==> config.mk <==
export PLATFORM = sky130hd
export DESIGN_NAME = apu_front
export DESIGN_NICKNAME = d
export VERILOG_FILES = /design/src/hw/rtl/apu_pkg.sv /design/src/hw/rtl/apu_front.sv
export SDC_FILE = /design/constraint.sdc
export NUM_CORES = 1
export LEC_CHECK = 0
export BUFFER_PORTS_ARGS = -buffer_cell sky130_fd_sc_hd__buf_2
export CAP_MARGIN = 10
export CORE_ASPECT_RATIO = 2
export CORE_MARGIN = 2
export CORE_UTILIZATION = 54
export DETAILED_ROUTE_END_ITERATION = 7
export PLACE_DENSITY = 0.9
export SYNTH_ARGS = -nofsm -noshare
export SYNTH_HDL_FRONTEND = slang
export SYNTH_SLANG_ARGS = --single-unit
==> constraint.sdc <==
create_clock -name clk -period 6.2 [get_ports clk]
set_input_delay 1.24 -clock clk [delete_from_list [all_inputs] [get_ports clk]]
set_output_delay 1.24 -clock clk [all_outputs]
set_load 0.05 [all_outputs]
==> src/hw/rtl/apu_pkg.sv <==
// shared types, register codes and constants of the adam parameter update core
package apu_pkg;

  typedef struct packed {
    logic [9:0]         index;
    logic signed [31:0] weight;
    logic signed [31:0] gradient;
    logic               last;
  } in_item_t;

  typedef struct packed {
    logic [9:0]         out_index;
    logic signed [31:0] new_weight;
    logic               out_last;
  } out_item_t;

  typedef struct packed {
    logic [31:0] initial_rate;
    logic [23:0] decay;
    logic [23:0] beta_first;
    logic [23:0] beta_second;
    logic [31:0] epsilon;
  } cfg_t;

  localparam int CFG_IDX_W = 3;
  typedef logic [CFG_IDX_W-1:0] cfg_idx_t;

  localparam cfg_idx_t REG_INITIAL_RATE = 3'd0;
  localparam cfg_idx_t REG_DECAY        = 3'd1;
  localparam cfg_idx_t REG_BETA_FIRST   = 3'd2;
  localparam cfg_idx_t REG_BETA_SECOND  = 3'd3;
  localparam cfg_idx_t REG_EPSILON      = 3'd4;

  localparam logic [31:0] INITIAL_RATE_RST = 32'd4294967;
  localparam logic [23:0] DECAY_RST        = 24'd0;
  localparam logic [23:0] BETA_FIRST_RST   = 24'd15099494;
  localparam logic [23:0] BETA_SECOND_RST  = 24'd16760439;
  localparam logic [31:0] EPSILON_RST      = 32'd43;

  localparam logic [24:0] ONE_Q24    = 25'h100_0000;
  localparam logic [23:0] ROUND_Q24  = 24'h80_0000;
  localparam logic [33:0] STEP_LIMIT = 34'h2_0000_0000;

  typedef enum logic [3:0] {
    ST_CLEAR,
    ST_IDLE,
    ST_MUL,
    ST_MACC,
    ST_WB,
    ST_SQRT,
    ST_RMUL,
    ST_DIV,
    ST_DWAIT,
    ST_OUT,
    ST_DECAY,
    ST_DECWB
  } back_state_t;

  typedef enum logic [2:0] {
    D_NONE,
    D_M,
    D_G2,
    D_V_LO,
    D_V_HI
  } prod_dest_t;

endpackage

==> src/hw/rtl/apu_front.sv <==
// front end: takes items, folds the index onto the store, queues them for the back end
module apu_front #(
  parameter int ELEMENTS = 1024,
  localparam int AW = (ELEMENTS > 1) ? $clog2(ELEMENTS) : 1
) (
  input  logic              clk,
  input  logic              rst,
  input  logic              clear_busy,
  input  logic              in_valid,
  output logic              in_ready,
  input  apu_pkg::in_item_t in_data,
  output logic              q_valid,
  input  logic              q_ready,
  output apu_pkg::in_item_t q_item,
  output logic [AW-1:0]     q_addr
);

  localparam int unsigned RECIP  = (32'd1 << 20) / ELEMENTS;
  localparam logic [20:0] ELEM_C = 21'(ELEMENTS);

  logic              s_valid;
  apu_pkg::in_item_t s_item;
  logic [9:0]        s_qest;
  logic [29:0]       recip_prod;
  logic [29:0]       qe;
  logic [10:0]       rest;
  logic [10:0]       rest_adj;
  logic [AW-1:0]     addr;

  apu_pkg::in_item_t fifo_item [2];
  logic [AW-1:0]     fifo_addr [2];
  logic              wptr;
  logic              rptr;
  logic [1:0]        cnt;
  logic              push;
  logic              pop;
  logic              in_fire;

  // quotient estimate, low by at most one
  assign recip_prod = 30'(in_data.index) * 30'(RECIP);

  always_comb begin
    qe   = 30'(s_qest) * 30'(ELEMENTS);
    rest = 11'(s_item.index) - qe[10:0];
    if (21'(rest) >= ELEM_C) begin
      rest_adj = rest - 11'(ELEMENTS);
    end else begin
      rest_adj = rest;
    end
    addr = AW'(rest_adj);
  end

  assign push     = s_valid && (cnt != 2'd2);
  assign in_ready = !clear_busy && (!s_valid || push);
  assign in_fire  = in_valid && in_ready;
  assign q_valid  = (cnt != 2'd0);
  assign pop      = q_valid && q_ready;
  assign q_item   = fifo_item[rptr];
  assign q_addr   = fifo_addr[rptr];

  always_ff @(posedge clk) begin
    if (rst) begin
      s_valid <= 1'b0;
      wptr    <= 1'b0;
      rptr    <= 1'b0;
      cnt     <= '0;
    end else begin
      if (in_fire) begin
        s_valid <= 1'b1;
      end else if (push) begin
        s_valid <= 1'b0;
      end
      if (push) begin
        wptr <= !wptr;
      end
      if (pop) begin
        rptr <= !rptr;
      end
      cnt <= cnt + 2'(push) - 2'(pop);
    end
  end

  always_ff @(posedge clk) begin
    if (in_fire) begin
      s_item <= in_data;
      s_qest <= recip_prod[29:20];
    end
    if (push) begin
      fifo_item[wptr] <= s_item;
      fifo_addr[wptr] <= addr;
    end
  end

`ifndef SYNTH
  a_cnt_range: assert property (@(posedge clk) disable iff (rst) cnt != 2'd3)
    else $error("queue count out of range");
  a_no_push_full: assert property (@(posedge clk) disable iff (rst)
    (cnt == 2'd2 && !pop) |=> (cnt == 2'd2))
    else $error("queue overrun");
`endif

endmodule

Word level (Yosys, flattened, before mapping)
Memory sizes are Yosys's and may differ from the RTL's. A register that Yosys moved wholly into a read port is not among the register bits.
Cells that the tools add are included.

cells by class
  $add $sub $neg = 3
  magnitude comparators = 1
  equality and inequality tests = 1
  mux-type cells = 9
  reductions and logical operators = 11

operators by type and width
  kind                                                                 number
  greater-or-equal comparator 10 x 11 -> 1 bit, second input constant  1
  two-way mux 10 bit                                                   1
  subtractor 10 x 1 -> 10 bit, second input constant                   1
  two-way mux 1 bit                                                    8
  logical AND 1 bit                                                    4
  logical NOT 1 bit                                                    4
  nonzero test 2 bit                                                   2
  adder 2 x 1 -> 2 bit                                                 1
  inequality test 2 bit, second input constant                         1
  subtractor 2 x 1 -> 2 bit                                            1
  logical OR 1 bit                                                     1

word-level totals
  flip-flop bits (word level) = 80
  memory bits (writable) = 170
  input port bits = 80
  output and inout port bits = 87
  memories kept = 2

memories
  name       depth  width  read ports  clocked after memory_dff  write ports  RTL line         source
  fifo_item  2      75     1           1                         1            apu_front.sv:30  apu_pkg::in_item_t fifo_item [2];
  fifo_addr  2      10     1           1                         1            apu_front.sv:31  logic [AW-1:0] fifo_addr [2];

Depth between registers and ports, before layout
Gate-level depths: netlist of run 1.

  word-level depth = 6
  mapped depth = 6
  depth with buffers taken out = 5

Worst setup path before layout of run 1
Ideal clock, no wire load.

  path kind = in2reg
  from = input clear_busy
  to = register s_item[0] (netlist name) (enable)
  setup time = 533 ps
  data arrival time = 5,037 ps
  slack = 630 ps
  stages on the path = 2
  cells stage by stage = nand2b_1 a21oi_1

on the way
  longest elaborated chain between the ends = 3

ends and longest elaborated chain
  item                  RTL line         source
  start, declared       apu_front.sv:8   input logic clear_busy,
  logical NOT 1 bit     apu_front.sv:54  assign in_ready = !clear_busy && (!s_valid || push);
  logical AND 1 bit     apu_front.sv:54
  logical AND 1 bit     apu_front.sv:55  assign in_fire = in_valid && in_ready;
  via in_fire           apu_front.sv:37  logic in_fire;
  end signal, assigned  apu_front.sv:85  s_item <= in_data;
  end, declared         apu_front.sv:22  apu_pkg::in_item_t s_item;

The timed path passes the listed nets, and every way through them passes these cells.
A chain may end at the register's enable or synchronous reset.

==> results.json, run 1 <==
{
  "leakage_nw": 3.403,
  "ant_nets": 0,
  "hold_ws_ns": 0.4430,
  "cts-hold-fix-buffers": 0,
  "ys_async_sr_fraction": 0,
  "synth_top_area_cell": "edfxtp_1",
  "synth_edf_count": 225,
  "synth.most_common_cell": "edfxtp_1",
  "io_buffers": 166,
  "timing.rr.start": "cnt[0]",
  "wl_mm": 13.58,
  "grt_overflow": 0,
  "grt_max_degree": 76,
  "ys.warnings.count": 0,
  "clk_pin_slew_worst_paths_ns": 0.06,
  "slowest_stage": "dfxtp_4",
  "fmax_mhz": 291.5,
  "fin_crit_sh": 0.5534,
  "cts_tree": "yes",
  "ir_worst_vdd_v": 0.0003427,
  "core_sq_mm": 0.01474,
  "cts_resized": 0,
  "antenna_cells": 0,
  "crit_chain": "mux2_2 -> buf_2",
  "syn_inst": 353,
  "yosysUniqueCellTypes": 27,
  "io_pins": 167,
  "crit_path_end_kind": "output pin",
  "setup_violations": 0,
  "fin_skew_ns": 0.007953,
  "total_power_mw": 3.381,
  "drive_gt1_frac": 0.5178,
  "dieArea_sq_mm": 0.01598,
  "nets": 604,
  "syn_nets": 434,
  "place_hpwl_mm": 8.885,
  "synthTopCellsByCount": "edfxtp_1 (225), mux2_2 (75), buf_4 (12), dfxtp_1 (6), buf_6 (5)",
  "max_stage_delay_ns": 0.99,
  "r2r_end": "s_item[58]",
  "synth_area_per_cell_sq_um": 22.84,
  "arrival_ns": 2.19,
  "yosysSeqAreaShare": 0.8529,
  "worstRegToRegCells": 3,
  "fin_setup_tns_ns": 0,
  "initial_utilization": 0.5470,
  "slew_headroom": 0.2668,
  "post-route-min-period_ns": 3.431,
  "ys_ff_latch": 231,
  "clockRootBuffer": "clkbuf_16",
  "grt_pass1_wl_mm": 20.20,
  "final_hold_viol_count": 0,
  "drc": 0,
  "tightest_slew_ns": 1.097,
  "whs_path_depth": 0,
  "cts_buffer_depth": 3,
  "rsz0062_at_grt": "no",
  "slew_viol_final": 0,
  "vias_per_cell": 5.163,
  "whs_endpoint": "fifo_addr[0][7]",
  "max_cap_viol_count": 0,
  "drtIter0Drc": 206,
  "htreeDepth": 1,
  "clk_latency_ns": 0.46,
  "outcome": "finished, final reports clean",
  "p_per_area_mw_per_mm2": 353.3,
  "rows": 63,
  "dieHeight_um": 176.8,
  "ys.flop_type": "edfxtp_1",
  "dr.pass1.iters": 5,
  "path_class": "reg -> out",
  "grt_pass1_vias": 3972,
  "worstPathRequired_ns": 4.96,
  "hp-start": "s_item[72]",
  "synthesis.area_sq_mm": 0.008063,
  "avgRoutedWirePerCell_um": 18.65,
  "rrSetupSlack_ns": 3.70,
  "antenna_found_initial": 0,
  "yosysTopAreaCellShare": 0.8380,
  "globalplace.congestion": 0.7158,
  "area_growth_pct": 18.68,
  "vias": 3759,
  "cp-start-kind": "flip-flop",
  "synth_area_leaders": "edfxtp_1 (84%), mux2_2 (10%), dfxtp_1 (1.5%)",
  "cts_setup_buffers": 0,
  "clock_sinks": 231,
  "timing.critical_path.fanout_max": 75,
  "cts_inserted_buffers": 19,
  "die_width_um": 90.41,
  "hold_path_class": "reg -> reg",
  "grt_usage": 0.1649
}
power by group:
group          total (mW)  switching (mW)  leakage (nW)  internal, mW
combinational       0.480           0.336          1.01         0.144
sequential           1.82          0.0539          2.12          1.77
clock                1.08           0.475         0.273         0.604
metrics by stage:
stage	worst slack, ns	area [sq um]	instances	utilization
global route	2.656	9569	728	0.6492
global placement	2.840	9017	697	0.6117
CTS	2.744	9569	728	0.6492
finish	2.769	9569	728	0.6492
detailed placement	2.742	9017	697	0.6117
floorplan	0.6299	8063	353	-
state kept, by name, summed over array words and instances (netlist names), named ones only:
name	cells
fifo_addr	19
s_item	75
cnt	2
wptr	1
rptr	1
fifo_item	131
s_valid	1
area by class of cell:
type,count,area [sq um]
Clock buffer,24,494.2
Clock inverter,7,57.56
Fill cell,1011,5171
Inverter,2,8.758
Multi-Input combinational cell,101,1039
Sequential cell,231,6880
Tap cell,195,244.0
Timing Repair Buffer,168,845.8
worst max-delay path, delay by kind of cell (launching register included):
kind | cells | cell delay [ns]
buffers and inverters | 1 | 0.22
muxes | 1 | 0.45
DFF | 1 | 0.99
worst max-delay path by stage:
stage | cells past startpoint | to
4_1_cts | 2 | q_item[66]
5_1_grt | 2 | q_item[66]
6_report | 2 | q_addr[1]
3_5_place_dp | 4 | s_item[59]
2_1_floorplan | 2 | s_item[0]
3_3_place_gp | 4 | s_item[43]
kinds of logic (layout without fill, tap and decap cells):
family	Yosys count	count (layout)	synth area share
adders and majority gates	1	1	0.001552
AOI/OAI and AO/OA	9	9	0.008224
buffers and inverters	21	201	0.02033
muxes	76	76	0.1061
DFF	231	231	0.8529
xor gates and xnor gates	1	1	0.001086
and+or+nand+nor	14	14	0.009777
cell usage in the layout, fill, tap and decap left out, types with 2 or more instances in the layout:
master / count
buf_2: 166
dfxtp_1: 5
nor2_1: 4
nor2b_1: 2
a21oi_1: 2
clkinv_1: 2
edfxtp_1: 225
clkbuf_16: 19
buf_4: 2
clkinv_2: 5
mux2_2: 75
clkbuf_1: 5
metal layers:
layer / up-vias / global-route usage / wire (um)
met3: 39 / 0.02555 / 576
met2: 133 / 0.3192 / 7889
li1: 1712 / - / -
met5: - / 0 / 0
met4: 0 / 0.07692 / 541
met1: 1875 / 0.1720 / 4570
No activity file was read; power rests on OpenSTA's default activity.
==> run 2: changes to the inputs <==
Clock period 6.2 ns to 3.2 ns, I/O delays scaled along.
==> run 2 against run 1 <==
  * Clock power increased by 120%
  * Sequential cell count unchanged
  * Cell count increased by 0.96%
  * Register-to-register slack got worse by 2.7 ns
  * Global-route usage rose by 0.58 points
  * Routed wire length grew 3.6%
  * Power up 100%
  * Critical path type unchanged
  * Critical endpoint is now q_addr[7]
==> results.json, run 2 (same netlist as run 1, synthesis figures left out) <==
{
  "cts_inserted_buffers": 19,
  "wl_mm": 14.06,
  "grt_max_degree": 76,
  "cts-hold-fix-buffers": 0,
  "grt_pass1_wl_mm": 20.68,
  "clockRootBuffer": "clkbuf_16",
  "fin_crit_sh": 0.8588,
  "cts_resized": 0,
  "crit_chain": "buf_4 -> mux2_2 -> buf_2",
  "area_growth_pct": 20.33,
  "fmax_mhz": 363.9,
  "fin_setup_tns_ns": 0,
  "slowest_stage": "dfxtp_4",
  "worstPathRequired_ns": 2.56,
  "final_common_cell": "edfxtp_1",
  "fillers": 993,
  "cts_setup_buffers": 0,
  "regMostFlops": "fifo_item",
  "fin_cells": 735,
  "dpl.cell_count": 700,
  "clk_pin_slew_worst_paths_ns": 0.07,
  "avgRoutedWirePerCell_um": 19.13,
  "max_stage_delay_ns": 0.64,
  "initial_utilization": 0.5470,
  "slew_viol_final": 0,
  "grt_overflow": 0,
  "rsz0062_at_grt": "no",
  "globalplace.congestion": 0.7365,
  "path_buf_inv": 2,
  "cp-start-kind": "flip-flop",
  "grt_pass1_vias": 4068,
  "cts_buffer_depth": 3,
  "ir_worst_vdd_v": 0.0006009,
  "io_pins": 167,
  "multiInputGateArea_sq_mm": 0.001039,
  "setup_violations": 0,
  "place_hpwl_mm": 9.196,
  "slew_headroom": 0.2918,
  "vias": 3813,
  "tightest_slew_ns": 1.062,
  "path_class": "reg -> out",
  "vias_per_cell": 5.188,
  "drtIter0Drc": 241,
  "core_sq_mm": 0.01474,
  "total_power_mw": 6.798,
  "p_per_area_mw_per_mm2": 700.7,
  "dieArea_sq_mm": 0.01598,
  "rows": 63,
  "htreeDepth": 1,
  "die_width_um": 90.41,
  "arrival_ns": 2.11,
  "timing.critical_path.fanout_max": 35,
  "register_area_sq_mm": 0.006880,
  "io_buffers": 166,
  "mostFrequentLayoutCells": "edfxtp_1 (225), buf_2 (166), mux2_2 (75)",
  "crit_family": "flip-flops",
  "final_hold_viol_count": 0,
  "fin_skew_ns": 0.02251,
  "crit_path_end_kind": "output pin",
  "dr.pass1.iters": 4,
  "clk_latency_ns": 0.49,
  "max_cap_viol_count": 0,
  "outcome": "finished, final reports clean",
  "dieHeight_um": 176.8,
  "leakage_nw": 3.464,
  "clock_sinks": 231,
  "nets": 607,
  "drc": 0,
  "largestRegisters": "fifo_item (131), s_item (75), fifo_addr (19)",
  "grt_usage": 0.1707,
  "hold_path_class": "in -> reg",
  "post-route-min-period_ns": 2.748,
  "cts_tree": "yes",
  "antenna_found_initial": 3,
  "drive_gt1_frac": 0.5288,
  "largest_register_ff_count": 131,
  "ant_nets": 0
}
[run 2: cell type report]
type / count / share of cell area
flip-flops and latches: 231 / 0.7092
multi-input cells: 101 / 0.1070
repair buffers: 171 / 0.09208
clock buffers: 20 / 0.04939
well taps: 195 / 0.02515
clock inverters: 14 / 0.01599
inverters: 2 / 0.0009028
diodes: 1 / 0.0002579
[run 2: final timing paths]
check	startpoint	end	slack (ns)	cells after the start
hold / removal	in_data[25]	s_item[25]	0.32	1
setup reg to reg	s_valid	fifo_addr[0][1]	1.03	4
setup / recovery	flip-flop	q_addr[7]	0.45	3
hold reg to reg	s_item[64]	fifo_item[1][64]	0.42	0
[run 2: metrics by stage]
step / hold slack (ns) / worst slack, ns / cell area [sq um] / util
floorplan: 0.4215 / 0.3942 / 8074 / -
global placement: 0.4217 / 1.010 / 9065 / 0.6150
detailed placement: 0.4296 / 0.9544 / 9065 / 0.6150
CTS: 0.3077 / 0.4087 / 9699 / 0.6580
global route: 0.3053 / 0.3419 / 9702 / 0.6582
finish: 0.3250 / 0.4517 / 9702 / 0.6582
[run 2: report_power, final]
part	internal (mW)	total (mW)	switching (mW)
logic	0.288	0.978	0.690
registers	3.42	3.49	0.0707
clock network	1.34	2.33	0.985
total	5.05	6.80	1.75
[run 2: routing by layer]
| layer | share of wire | global-route usage | routed length [um] | vias up |
|---|---|---|---|---|
| li1 | - | - | - | 1723 |
| met1 | 0.33 | 0.1716 | 4708 | 1883 |
| met2 | 0.56 | 0.3230 | 7852 | 153 |
| met3 | 0.056 | 0.03918 | 788 | 50 |
| met4 | 0.049 | 0.08910 | 689 | 4 |
| met5 | 0.0018 | 0 | 25 | - |
[run 2: worst reg2reg max path: stages (launching register included)]
cell	delay [ns]
dfxtp_1	0.54
inv_1	0.11
or3_1	0.41
clkinv_2	0.41
buf_12	0.35
==> run 3: changes to the inputs <==
Settings changed: ABC_AREA set to 1.
==> run 3 against run 2 <==
  * Combinational power is 110% higher
  * Sequential share of layout area shrank 1.2 points
  * Cell count up 2.2%
  * Clock skew decreased by 0.0095 ns
  * Sequential cell count stayed put
  * Critical endpoint is now q_item[46]
  * Clock power down 5%
  * Register-to-register slack improved by 0.34 ns
  * Via count fell by 2.2%
  * Critical path depth stayed put
==> results.json, run 3 <==
{
  "htreeDepth": 1,
  "place_hpwl_mm": 9.320,
  "yosysTopAreaCellShare": 0.8207,
  "post-place-ws_ns": 0.9121,
  "synthesis.area_sq_mm": 0.008233,
  "synth_area_per_cell_sq_um": 22.62,
  "grt_usage": 0.1572,
  "clock_sinks": 231,
  "fin_setup_tns_ns": 0,
  "ys_ff_latch": 231,
  "synth_area_leaders": "edfxtp_1 (82%), mux2_4 (9.1%), mux2_2 (3.4%)",
  "mostFrequentLayoutCells": "edfxtp_1 (225), buf_2 (166), mux2_4 (50)",
  "clockRootBuffer": "clkbuf_16",
  "leakage_nw": 3.671,
  "max_cap_viol_count": 0,
  "initial_utilization": 0.5526,
  "grt_pass1_vias": 3913,
  "cts-hold-fix-buffers": 0,
  "rows": 63,
  "setup_violations": 0,
  "dpl.cell_count": 715,
  "final_common_cell": "edfxtp_1",
  "clk_latency_ns": 0.47,
  "nets": 622,
  "grt_pass1_wl_mm": 19.45,
  "rrSetupSlack_ns": 1.37,
  "tightest_slew_ns": 0.5917,
  "largestRegisters": "fifo_item (131), s_item (75), fifo_addr (19)",
  "die_width_um": 91.31,
  "synth_edf_count": 225,
  "total_power_mw": 7.843,
  "dr.pass1.iters": 4,
  "cts_setup_buffers": 0,
  "yosysSeqAreaShare": 0.8353,
  "syn_nets": 445,
  "dieHeight_um": 178.6,
  "p_per_area_mw_per_mm2": 795.2,
  "fin_crit_sh": 0.8649,
  "slew_viol_final": 0,
  "ys.warnings.count": 0,
  "ir_worst_vdd_v": 0.0006149,
  "syn_inst": 364,
  "fillers": 992,
  "antenna_found_initial": 5,
  "post-route-min-period_ns": 2.768,
  "timing.critical_path.fanout_max": 26,
  "grtUsageMet3": 0.04140,
  "avgRoutedWirePerCell_um": 17.75,
  "slew_headroom": 0.6055,
  "regMostFlops": "fifo_item",
  "final_hold_viol_count": 0,
  "ys.flop_type": "edfxtp_1",
  "vias": 3730,
  "largest_register_ff_count": 131,
  "grt_overflow": 0,
  "path_class": "reg -> out",
  "synth.most_common_cell": "edfxtp_1",
  "cts_buffer_depth": 3,
  "cts_inserted_buffers": 19,
  "grt_busiest_layer": "met2",
  "dieArea_sq_mm": 0.01631,
  "core_sq_mm": 0.01490,
  "yosysUniqueCellTypes": 15,
  "use_met2": 0.3025,
  "hold_path_class": "in -> reg",
  "fin_cells": 751,
  "io_pins": 167,
  "ys_async_sr_fraction": 0,
  "synth_top_area_cell": "edfxtp_1",
  "ant_nets": 0,
  "synthTopCellsByCount": "edfxtp_1 (225), mux2_4 (50), mux2_2 (25), nor2_1 (13), inv_1 (12)",
  "io_buffers": 166,
  "outcome": "finished, final reports clean",
  "globalplace.congestion": 0.6802,
  "crit_path_end_kind": "output pin",
  "cts_tree": "yes",
  "fin_skew_ns": 0.01300,
  "grt_max_degree": 44,
  "grt.met1_usage": 0.1530,
  "wl_mm": 13.33,
  "worstPathRequired_ns": 2.56,
  "cts_resized": 0,
  "drive_gt1_frac": 0.5118,
  "fmax_mhz": 361.3,
  "drtIter0Drc": 112,
  "cp-start-kind": "flip-flop",
  "rsz0062_at_grt": "no",
  "vias_per_cell": 4.967,
  "clk_pin_slew_worst_paths_ns": 0.07,
  "drc": 0,
  "setup_ws_ns": 0.4322,
  "arrival_ns": 2.13,
  "area_growth_pct": 19.80
}
run 3: critical path, cell delays in order, from the launching register on:
cell and delay, ns:
dfxtp_4 0.64, buf_4 0.40, mux2_2 0.38, buf_2 0.21
run 3: layout make-up:
class / count / area [sq um] / share of cell area
Tap cell: 195 / 244.0 / 0.02474
Clock buffer: 21 / 483.0 / 0.04897
Clock inverter: 12 / 118.9 / 0.01205
Timing Repair Buffer: 174 / 903.4 / 0.09159
Sequential cell: 231 / 6880 / 0.6976
Antenna cell: 3 / 7.507 / 0.0007611
Multi-Input combinational cell: 103 / 1181 / 0.1198
Inverter: 12 / 45.04 / 0.004567
run 3: stage by stage:
step	hold WS, ns	util	area [sq um]
floorplan	0.4215	-	8245
global placement	0.4218	0.6211	9254
detailed placement	0.4304	0.6211	9254
CTS	0.3252	0.6615	9856
global route	0.3200	0.6619	9861
finish	0.3401	0.6620	9863
run 3: logic make-up after synthesis:
family | Yosys count | synth area share
buf+inv | 30 | 0.02401
simple gates | 23 | 0.01079
flops | 231 | 0.8353
compound gates | 3 | 0.001976
fa+ha+maj | 1 | 0.001520
xor+xnor | 1 | 0.001064
mux | 75 | 0.1254
run 3: final timing paths:
kind | start | end | depth (start not counted)
setup / recovery | flip-flop | q_item[46] | 3
hold / removal | in_data[21] | s_item[21] | 1
setup reg to reg | cnt[0] | s_item[74] | 6
hold reg to reg | s_item[61] | fifo_item[1][61] | 0
run 3: power by group:
part           internal (mW)  leakage, nW  switching, mW
registers               3.50         2.12          0.113
clock network           1.26        0.289          0.955
logic                  0.623         1.27           1.39
total                   5.38         3.67           2.46
run 3: per-layer routing:
metal  up-vias  wire [um]
met3        40        836
met4         4        434
met1      1813       4316
li1       1742          -
met5         -         27
met2       131       7713
